--- src/rtl/ipbs_pkg.sv ---
// ----------------------------------------------------------------------------
// ipbs_pkg: shared definitions for the integer power core
// Widths, tdata packing, controller states and the command and status
// structs that join the controller to the datapath.
// ----------------------------------------------------------------------------
package ipbs_pkg;

  localparam int DATA_WIDTH  = 32;
  localparam int EXP_BITS    = 31;
  localparam int IN_TDATA_W  = ((DATA_WIDTH + EXP_BITS + 7) / 8) * 8;
  localparam int OUT_TDATA_W = ((DATA_WIDTH + 7) / 8) * 8;

  typedef logic [DATA_WIDTH-1:0] data_t;
  typedef logic [EXP_BITS-1:0]   expo_t;

  typedef enum logic [0:0] {
    ST_IDLE,
    ST_RUN
  } ctrl_state_t;

  // Commands from the controller to the datapath.
  typedef struct packed {
    logic load;     // take a new base and exponent
    logic step;     // one square-and-multiply iteration
    logic publish;  // copy the running product to the output register
  } dp_cmd_t;

  // Status from the datapath to the controller.
  typedef struct packed {
    logic ex_zero;  // no exponent bits left to process
  } dp_sts_t;

endpackage

--- src/rtl/ipbs_dp.sv ---
// ----------------------------------------------------------------------------
// ipbs_dp: square-and-multiply datapath
// Holds the running product, the running square of the base and the
// remaining exponent, plus the output result register.
// ----------------------------------------------------------------------------
module ipbs_dp
  import ipbs_pkg::*;
(
  input  logic    clk,
  input  data_t   base_in,
  input  expo_t   expo_in,
  input  dp_cmd_t cmd,
  output dp_sts_t sts,
  output data_t   result
);

  data_t acc;
  data_t pw;
  expo_t ex;
  data_t res;

  data_t sq_prod;
  data_t acc_prod;

  // Both products keep only the low DATA_WIDTH bits, which is the wrap the
  // arithmetic calls for. The two multipliers work side by side.
  assign sq_prod  = pw * pw;
  assign acc_prod = acc * pw;

  always_ff @(posedge clk) begin
    if (cmd.load) begin
      acc <= (base_in == '0) ? '0 : data_t'(1);
      pw  <= base_in;
      ex  <= expo_in;
    end else if (cmd.step) begin
      pw  <= sq_prod;
      if (ex[0]) begin
        acc <= acc_prod;
      end
      ex  <= ex >> 1;
    end
    if (cmd.publish) begin
      res <= acc;
    end
  end

  assign sts.ex_zero = (ex == '0);
  assign result      = res;

endmodule

--- src/rtl/ipbs_ctrl.sv ---
// ----------------------------------------------------------------------------
// ipbs_ctrl: sequencing controller
// Accepts one transaction at a time, steps the datapath until the exponent
// is used up and manages the valid flag of the output register.
// ----------------------------------------------------------------------------
module ipbs_ctrl
  import ipbs_pkg::*;
(
  input  logic    clk,
  input  logic    rst,
  input  logic    s_tvalid,
  output logic    s_tready,
  output logic    m_tvalid,
  input  logic    m_tready,
  input  dp_sts_t sts,
  output dp_cmd_t cmd
);

  ctrl_state_t state;
  ctrl_state_t state_next;
  logic        ovalid;
  logic        ovalid_next;
  logic        out_free;

  assign out_free = !ovalid || m_tready;

  always_comb begin
    state_next = state;
    unique case (state)
      ST_IDLE: begin
        if (s_tvalid) begin
          state_next = ST_RUN;
        end
      end
      ST_RUN: begin
        if (sts.ex_zero && out_free) begin
          state_next = ST_IDLE;
        end
      end
      default: state_next = ST_IDLE;
    endcase
  end

  always_comb begin
    s_tready    = 1'b0;
    cmd.load    = 1'b0;
    cmd.step    = 1'b0;
    cmd.publish = 1'b0;
    unique case (state)
      ST_IDLE: begin
        s_tready = 1'b1;
        cmd.load = s_tvalid;
      end
      ST_RUN: begin
        cmd.step    = !sts.ex_zero;
        cmd.publish = sts.ex_zero && out_free;
      end
      default: begin
        s_tready = 1'b0;
      end
    endcase
  end

  always_comb begin
    ovalid_next = ovalid;
    if (cmd.publish) begin
      ovalid_next = 1'b1;
    end else if (m_tready) begin
      ovalid_next = 1'b0;
    end
  end

  always_ff @(posedge clk) begin
    if (rst) begin
      state  <= ST_IDLE;
      ovalid <= 1'b0;
    end else begin
      state  <= state_next;
      ovalid <= ovalid_next;
    end
  end

  assign m_tvalid = ovalid;

  a_publish_free: assert property (@(posedge clk) disable iff (rst)
    cmd.publish |-> (!m_tvalid || m_tready))
    else $error("result published over an untaken result");

  a_publish_valid: assert property (@(posedge clk) disable iff (rst)
    cmd.publish |=> m_tvalid)
    else $error("published result not shown as valid");

  a_load_idle: assert property (@(posedge clk) disable iff (rst)
    cmd.load |-> (s_tready && !cmd.step && !cmd.publish))
    else $error("load issued outside idle");

  a_step_bits: assert property (@(posedge clk) disable iff (rst)
    cmd.step |-> !sts.ex_zero)
    else $error("step issued with no exponent bits left");

endmodule

--- src/rtl/integer_power_by_squaring_core.sv ---
// ----------------------------------------------------------------------------
// integer_power_by_squaring_core: signed integer power by squaring
// Raises a signed base to a non-negative exponent with products wrapped
// modulo 2^DATA_WIDTH, over streaming slave and master interfaces.
// ----------------------------------------------------------------------------
// The core computes base_value ** exponent_value, wrapping every product
// modulo 2^DATA_WIDTH as two's complement. A zero base yields 0 for every
// exponent, including 0; any other base with a zero exponent yields 1. The
// exponent is scanned from its least significant bit: every iteration squares
// the running power of the base and, when the current bit is one, multiplies
// it into the running product, so the two multipliers work in parallel and
// one exponent bit retires per clock. The iteration loop sets the rate: a new
// transaction is accepted only once the result of the previous one has been
// published. One transaction is worked on at a time. The result sits in its own
// output register, so the next transaction is accepted while a finished
// result still waits on m_tready; a stalled output only holds the core once a
// second result is ready.
module integer_power_by_squaring_core
  import ipbs_pkg::*;
(
  input  logic                   clk,
  input  logic                   rst,
  // tdata fields, lowest bit up: base_value, exponent_value, zero fill.
  input  logic [IN_TDATA_W-1:0]  s_tdata,
  input  logic                   s_tvalid,
  output logic                   s_tready,
  // tdata fields, lowest bit up: power_result, zero fill.
  output logic [OUT_TDATA_W-1:0] m_tdata,
  output logic                   m_tvalid,
  input  logic                   m_tready
);

  dp_cmd_t cmd;
  dp_sts_t sts;
  data_t   base_in;
  expo_t   expo_in;
  data_t   result;

  // Unpack the slave tdata; any fill bits above the exponent are ignored.
  assign base_in = s_tdata[DATA_WIDTH-1:0];
  assign expo_in = s_tdata[DATA_WIDTH+EXP_BITS-1:DATA_WIDTH];

  ipbs_ctrl u_ctrl (
    .clk      (clk),
    .rst      (rst),
    .s_tvalid (s_tvalid),
    .s_tready (s_tready),
    .m_tvalid (m_tvalid),
    .m_tready (m_tready),
    .sts      (sts),
    .cmd      (cmd)
  );

  ipbs_dp u_dp (
    .clk     (clk),
    .base_in (base_in),
    .expo_in (expo_in),
    .cmd     (cmd),
    .sts     (sts),
    .result  (result)
  );

  // Zero-extend the result to whole bytes.
  assign m_tdata = OUT_TDATA_W'(result);

endmodule

--- config.mk ---
export PLATFORM = sky130hd
export DESIGN_NAME = integer_power_by_squaring_core
export DESIGN_NICKNAME = d
export VERILOG_FILES = /design/src/rtl/ipbs_pkg.sv /design/src/rtl/ipbs_dp.sv /design/src/rtl/ipbs_ctrl.sv /design/src/rtl/integer_power_by_squaring_core.sv
export SDC_FILE = /design/constraint.sdc
export NUM_CORES = 2
export LEC_CHECK = 0
export BUFFER_PORTS_ARGS = -buffer_cell sky130_fd_sc_hd__buf_2
export CORE_MARGIN = 1.5
export CORE_UTILIZATION = 55
export DETAILED_ROUTE_END_ITERATION = 10
export PLACE_DENSITY = 0.75
export SKIP_LAST_GASP = 1
export SYNTH_ARGS = -nofsm -noshare
export SYNTH_HDL_FRONTEND = slang
export SYNTH_SLANG_ARGS = --single-unit
--- constraint.sdc ---
create_clock -name clk -period 23.6 [get_ports clk]
set_input_delay 4.72 -clock clk [delete_from_list [all_inputs] [get_ports clk]]
set_output_delay 4.72 -clock clk [all_outputs]
set_load 0.005 [all_outputs]
-- After elaboration in Yosys (flattened, before gate mapping)
Index checks and enable logic that the tools add are counted.
- flip-flop bits (word level): 129
- bits in latches: 0
- memory bits (writable): 0
- bits in read-only memories: 0
- input port bits: 68
- output and inout bits: 34
- word-level logic and storage cells: 35
- memories kept: 0
- add/sub/neg operators: 0
- multipliers: 2
- divide/modulo/power cells: 0
- magnitude comparators: 0
- eq/ne operators: 0
- shift-type cells: 0
- mux-type cells: 16
- bitwise operators: 1
- reduce and logical (&&, ||, !) cells: 10
- operators by type and width (operator ; count):
    $mux W32 ; 5
    $mul A32 B32 Y32 ; 2
    $mux W31 ; 2
    $logic_not A32 Y1 ; 1
    $logic_not A31 Y1 ; 1
    $mux W1 ; 7
    $reduce_bool A2 Y1 ; 3
    $logic_not A1 Y1 ; 2
    $mux W2 ; 1
    $pmux W1 S2 ; 1
    $reduce_and A2 Y1 ; 1
    $logic_and A1 B1 Y1 ; 1
    $logic_or A1 B1 Y1 ; 1
    $not A1 Y1 ; 1

-- Longest topological paths before layout
- depth in word-level cells: 6
- mapped depth: 28
- gate-level depth less buffers: 25

-- Cells and area by module
A second synthesis with hierarchy kept.
- cells, all modules: 3483
- area total of the unflattened synthesis: 33936.3 µm²
- by module, submodules not included (module ; times used ; cells an instance ; area each (µm²) ; sequential area each (µm²)):
    ipbs_dp ; 1 ; 3471 ; 33831.2 ; 3813.7
    ipbs_ctrl ; 1 ; 12 ; 105.1 ; 40.0

-- Least setup slack after synthesis
OpenSTA, ideal clock, no wires.
- kind: input to register
- start point: in s_tvalid
- end point: reg u_dp.ex[0] (enable)
- setup time: 483 ps
- arrival: 7377 ps
- required time: 23117 ps
- slack: 15740 ps
- cell stages on the path: 2
- buffers on the path: 0
- cell sequence: nor2_1 nor2_1
- word-level cells in the longest chain between the ends: 2
- RTL lines (what ; RTL line ; source):
    from (decl) ; integer_power_by_squaring_core.sv:25 ; input logic s_tvalid,
    $mux W1 ; ipbs_ctrl.sv:49 ; unique case (state)
    $reduce_bool A2 Y1 (no line) ; -- ;
    to (signal assigned) ; ipbs_dp.sv:34 ; ex <= expo_in;
    to (signal assigned) ; ipbs_dp.sv:40 ; ex <= ex >> 1;
    to (decl) ; ipbs_dp.sv:19 ; expo_t ex;
No other way between the ends.
A chain may end at the register's enable or synchronous reset.

-- Final worst setup path
- start point: reg u_dp.pw[13]
- end point: reg u_dp.pw[30] (data pin)
- word-level cells in the longest chain between the ends: 3
- RTL lines (what ; RTL line ; source):
    from (decl) ; ipbs_dp.sv:18 ; data_t pw;
    from (signal assigned) ; ipbs_dp.sv:33 ; pw <= base_in;
    from (signal assigned) ; ipbs_dp.sv:36 ; pw <= sq_prod;
    $mul A32 B32 Y32 ; ipbs_dp.sv:27 ; assign sq_prod = pw * pw;
    $mux W32 ; ipbs_dp.sv:35 ; end else if (cmd.step) begin
    $mux W32 ; ipbs_dp.sv:31 ; if (cmd.load) begin
No other way between the ends. The select of a mux whose other input is x is not followed.

==> impl_results.md <==
* Post-DR vias/cell at 5.38
* Crit Path Class: reg2reg
* Iteration-0 DRC Markers at 1446
* Slew @ Worst Pin at 1.06 ns
* Crit. End Element: flop
* Worst hold path depth at 0
* Final-stage net count at 4604
* Top cells by area, synth: fa_1 (46%), edfxtp_1 (11%), ha_1 (9.5%)
* Die X at 251 um
* Vias in the first global route at 25100
* Hold Path End: u_dp.result[31]$_DFFE_PP_
* Worst R2R Setup Slack at 15.25 ns
* # hold bufs at CTS at 0
* Fillers at 5088
* Asr flop ratio synth at 0%
* Max transition margin at 28.6%
* Cells resized by post-CTS repair at 0
* Total gr overflow at 0
* Synth Warn # at 0
* Fin Clk Skew at 0.0140 ns
* Slew Limit Fails at 0
* Synthesized instance count at 3511
* Wire length per cell at 18.7 um
* Starting density of the core at 55.8%
* Required @ worst endpoint at 23.77 ns
* Vias at 23200
* Crit path max fanout at 33
* Final WL at 80.6 mm
* Root buf cell: clkbuf_16
* #FFs+latches synth at 129
* Max frequency at 120 MHz
* Post-Syn Area per Cell at 9.61 sq um
* Synthesis-to-layout area growth at 5.20%
* Worst Hold Class: reg2reg
* WP data arrival at 8.52 ns
* Unrepaired setup endpoints after global routing: false
* Clock slew at reported path FFs at 0.07 ns
* Clock Latency Late Sink at 0.46 ns
* Post-synthesis cell type count at 59
* IO Pins at 102
* Post-synth EDFFs at 127
* Hpwl dp at 60.8 mm
* R2R depth at 25
* Min cycle time layout at 8.35 ns
* Die Ht at 251 um
* Layout cells sized above 1 at 5.68%
* Worst setup SP type: flop
* Die ar. at 62800 sq um
* Setup TNS at 0 ns
* First-pass GRT wire length at 135 mm
* Ys flop type: edfxtp_1
* Post-CTS setup buffers at 0
* Top cells by count, synth: inv_1 (840), fa_1 (772), nand2_1 (500), and2_1 (405), ha_1 (255)
* Htree depth at 4
* Gp weighted congestion at 0.884
* Number of max-cap violations at 0
* Status: complete, no violations
* Core outline area at 60500 sq um
* Gr usage total at 27.7%
* ANT cells at 0
* Antenna-violating nets left at 0
* IO buf count at 100
* Net Count, Synth at 4606
* Largest area contributor in the netlist: fa_1
* Clk sink count at 129
* HP Start: u_dp.acc[31]$_SDFFCE_PP0P_
* Post-synth top area share at 45.8%
* Post-synthesis sequential area ratio at 11.4%
* Hold Fails Final Rpt at 0
* Most common cell in the netlist: inv_1
* Period utilization at 35.4%
* CTS tree: built
* Final setup fails at 0
* Cell Rows at 90
* DRC Markers at 0
* First-pass DRT Iterations at 7
* Reg2reg start: u_dp.pw[13]$_DFFE_PP_
* Mapped Area at 33700 sq um
* Antenna violations before repair at 1
* TritonCTS buffer count at 17
* Maximum root-to-sink buffer count at 2
* RR Endpoint: u_dp.pw[30]$_DFFE_PP_
* Largest net degree at the start of global routing at 69
-- cell type report --
cell class	count	area (sq um)	share of cell area, %
Sequential cell	129	3850	10.9
Clock buffer	17	425	1.20
Tap cell	782	978	2.76
Clock inverter	15	136	0.384
Inverter	840	3150	8.89
Timing Repair Buffer	142	816	2.30
Multi-Input combinational cell	2379	26100	73.6
-- layout by cell type (no fill, tap or decap), types with 4 or more instances in the layout --
cell	instances
inv_6	7
a21oi_1	38
edfxtp_1	127
o21a_1	9
nand2b_1	8
nor2b_1	10
o21ai_1	12
nor3_1	14
buf_2	100
ha_1	255
o21ai_0	34
a211oi_1	7
fa_1	772
nand4_1	10
a21o_1	26
xor2_1	48
nor4_1	18
clkbuf_16	17
xnor2_1	87
buf_4	42
a31oi_1	8
nor2_1	60
nand3_1	6
nand2_1	499
o21bai_1	4
and3_1	4
and2_1	404
inv_1	839
-- worst max-delay path, cell delays in order, from the launching register on --
cell and delay (ns):
edfxtp_1 0.73, buf_4 0.48, nand2_1 0.17, xor2_1 0.22, ha_1 0.21, a21o_1 0.17, fa_1 0.54, inv_1 0.06
fa_1 0.49, fa_1 0.57, inv_1 0.07, fa_1 0.50, inv_1 0.06, fa_1 0.53, inv_1 0.05, fa_1 0.49
fa_1 0.41, ha_1 0.35, a21oi_1 0.35, o21ai_0 0.17, a2111oi_2 0.40, a21oi_1 0.20, o221a_2 0.32, a31oi_1 0.23
xor2_1 0.20, o21ai_1 0.09
-- sequential cells by signal (all words and copies together) (netlist names) --
name             count
u_dp.pw             32
u_dp.ex             31
u_ctrl.state         1
u_dp.result         32
u_ctrl.m_tvalid      1
u_dp.acc            32
-- kinds of logic after synthesis --
group | count (synthesis) | share of synthesized area [%]
AOI/OAI and AO/OA | 166 | 3.32
xor gates and xnor gates | 135 | 3.51
adders and majority gates | 1027 | 55.3
buffers and inverters | 1003 | 11.2
DFF | 129 | 11.4
muxes | 2 | 0.0593
and+or+nand+nor | 1049 | 15.3
-- layer usage --
metal  GRT usage (%)  share of wire, %  wire length, um
met4            6.93               2.3             1850
met1            38.1                42            33800
met3            4.87               8.0             6430
met5               0                 0                0
met2            45.7                48            38500
-- how the worst max path moves through the flow --
stage,start,cells past startpoint,end,slack [ns]
final,u_dp.pw[13]$_DFFE_PP_,25,u_dp.pw[30]$_DFFE_PP_,15.25
after global routing,u_dp.pw[13]$_DFFE_PP_,25,u_dp.pw[30]$_DFFE_PP_,14.94
after CTS,u_dp.pw[13]$_DFFE_PP_,25,u_dp.pw[30]$_DFFE_PP_,15.33
after detailed placement,u_dp.pw[13]$_DFFE_PP_,25,u_dp.pw[30]$_DFFE_PP_,15.43
after global placement,u_dp.pw[13]$_DFFE_PP_,25,u_dp.pw[30]$_DFFE_PP_,15.52
after floorplan,s_tvalid,2,u_dp.ex[0]$_DFFE_PP_,15.74
-- through the flow --
stage | instances | util, % | area, sq um | hold WS [ns] | setup slack, ns
3_3_place_gp | 4272 | 57.8 | 34900 | 0.434 | 15.52
3_5_place_dp | 4272 | 57.8 | 34900 | 0.438 | 15.43
5_1_grt | 4304 | 58.7 | 35500 | 0.485 | 14.94
6_report | 4304 | 58.7 | 35500 | 0.458 | 15.25
2_1_floorplan | 3511 | - | 33700 | 0.424 | 15.74
4_1_cts | 4304 | 58.7 | 35500 | 0.456 | 15.33
Power is not shown: default switching activity piles up to over one toggle a cycle in this logic, so the estimate is an artifact.
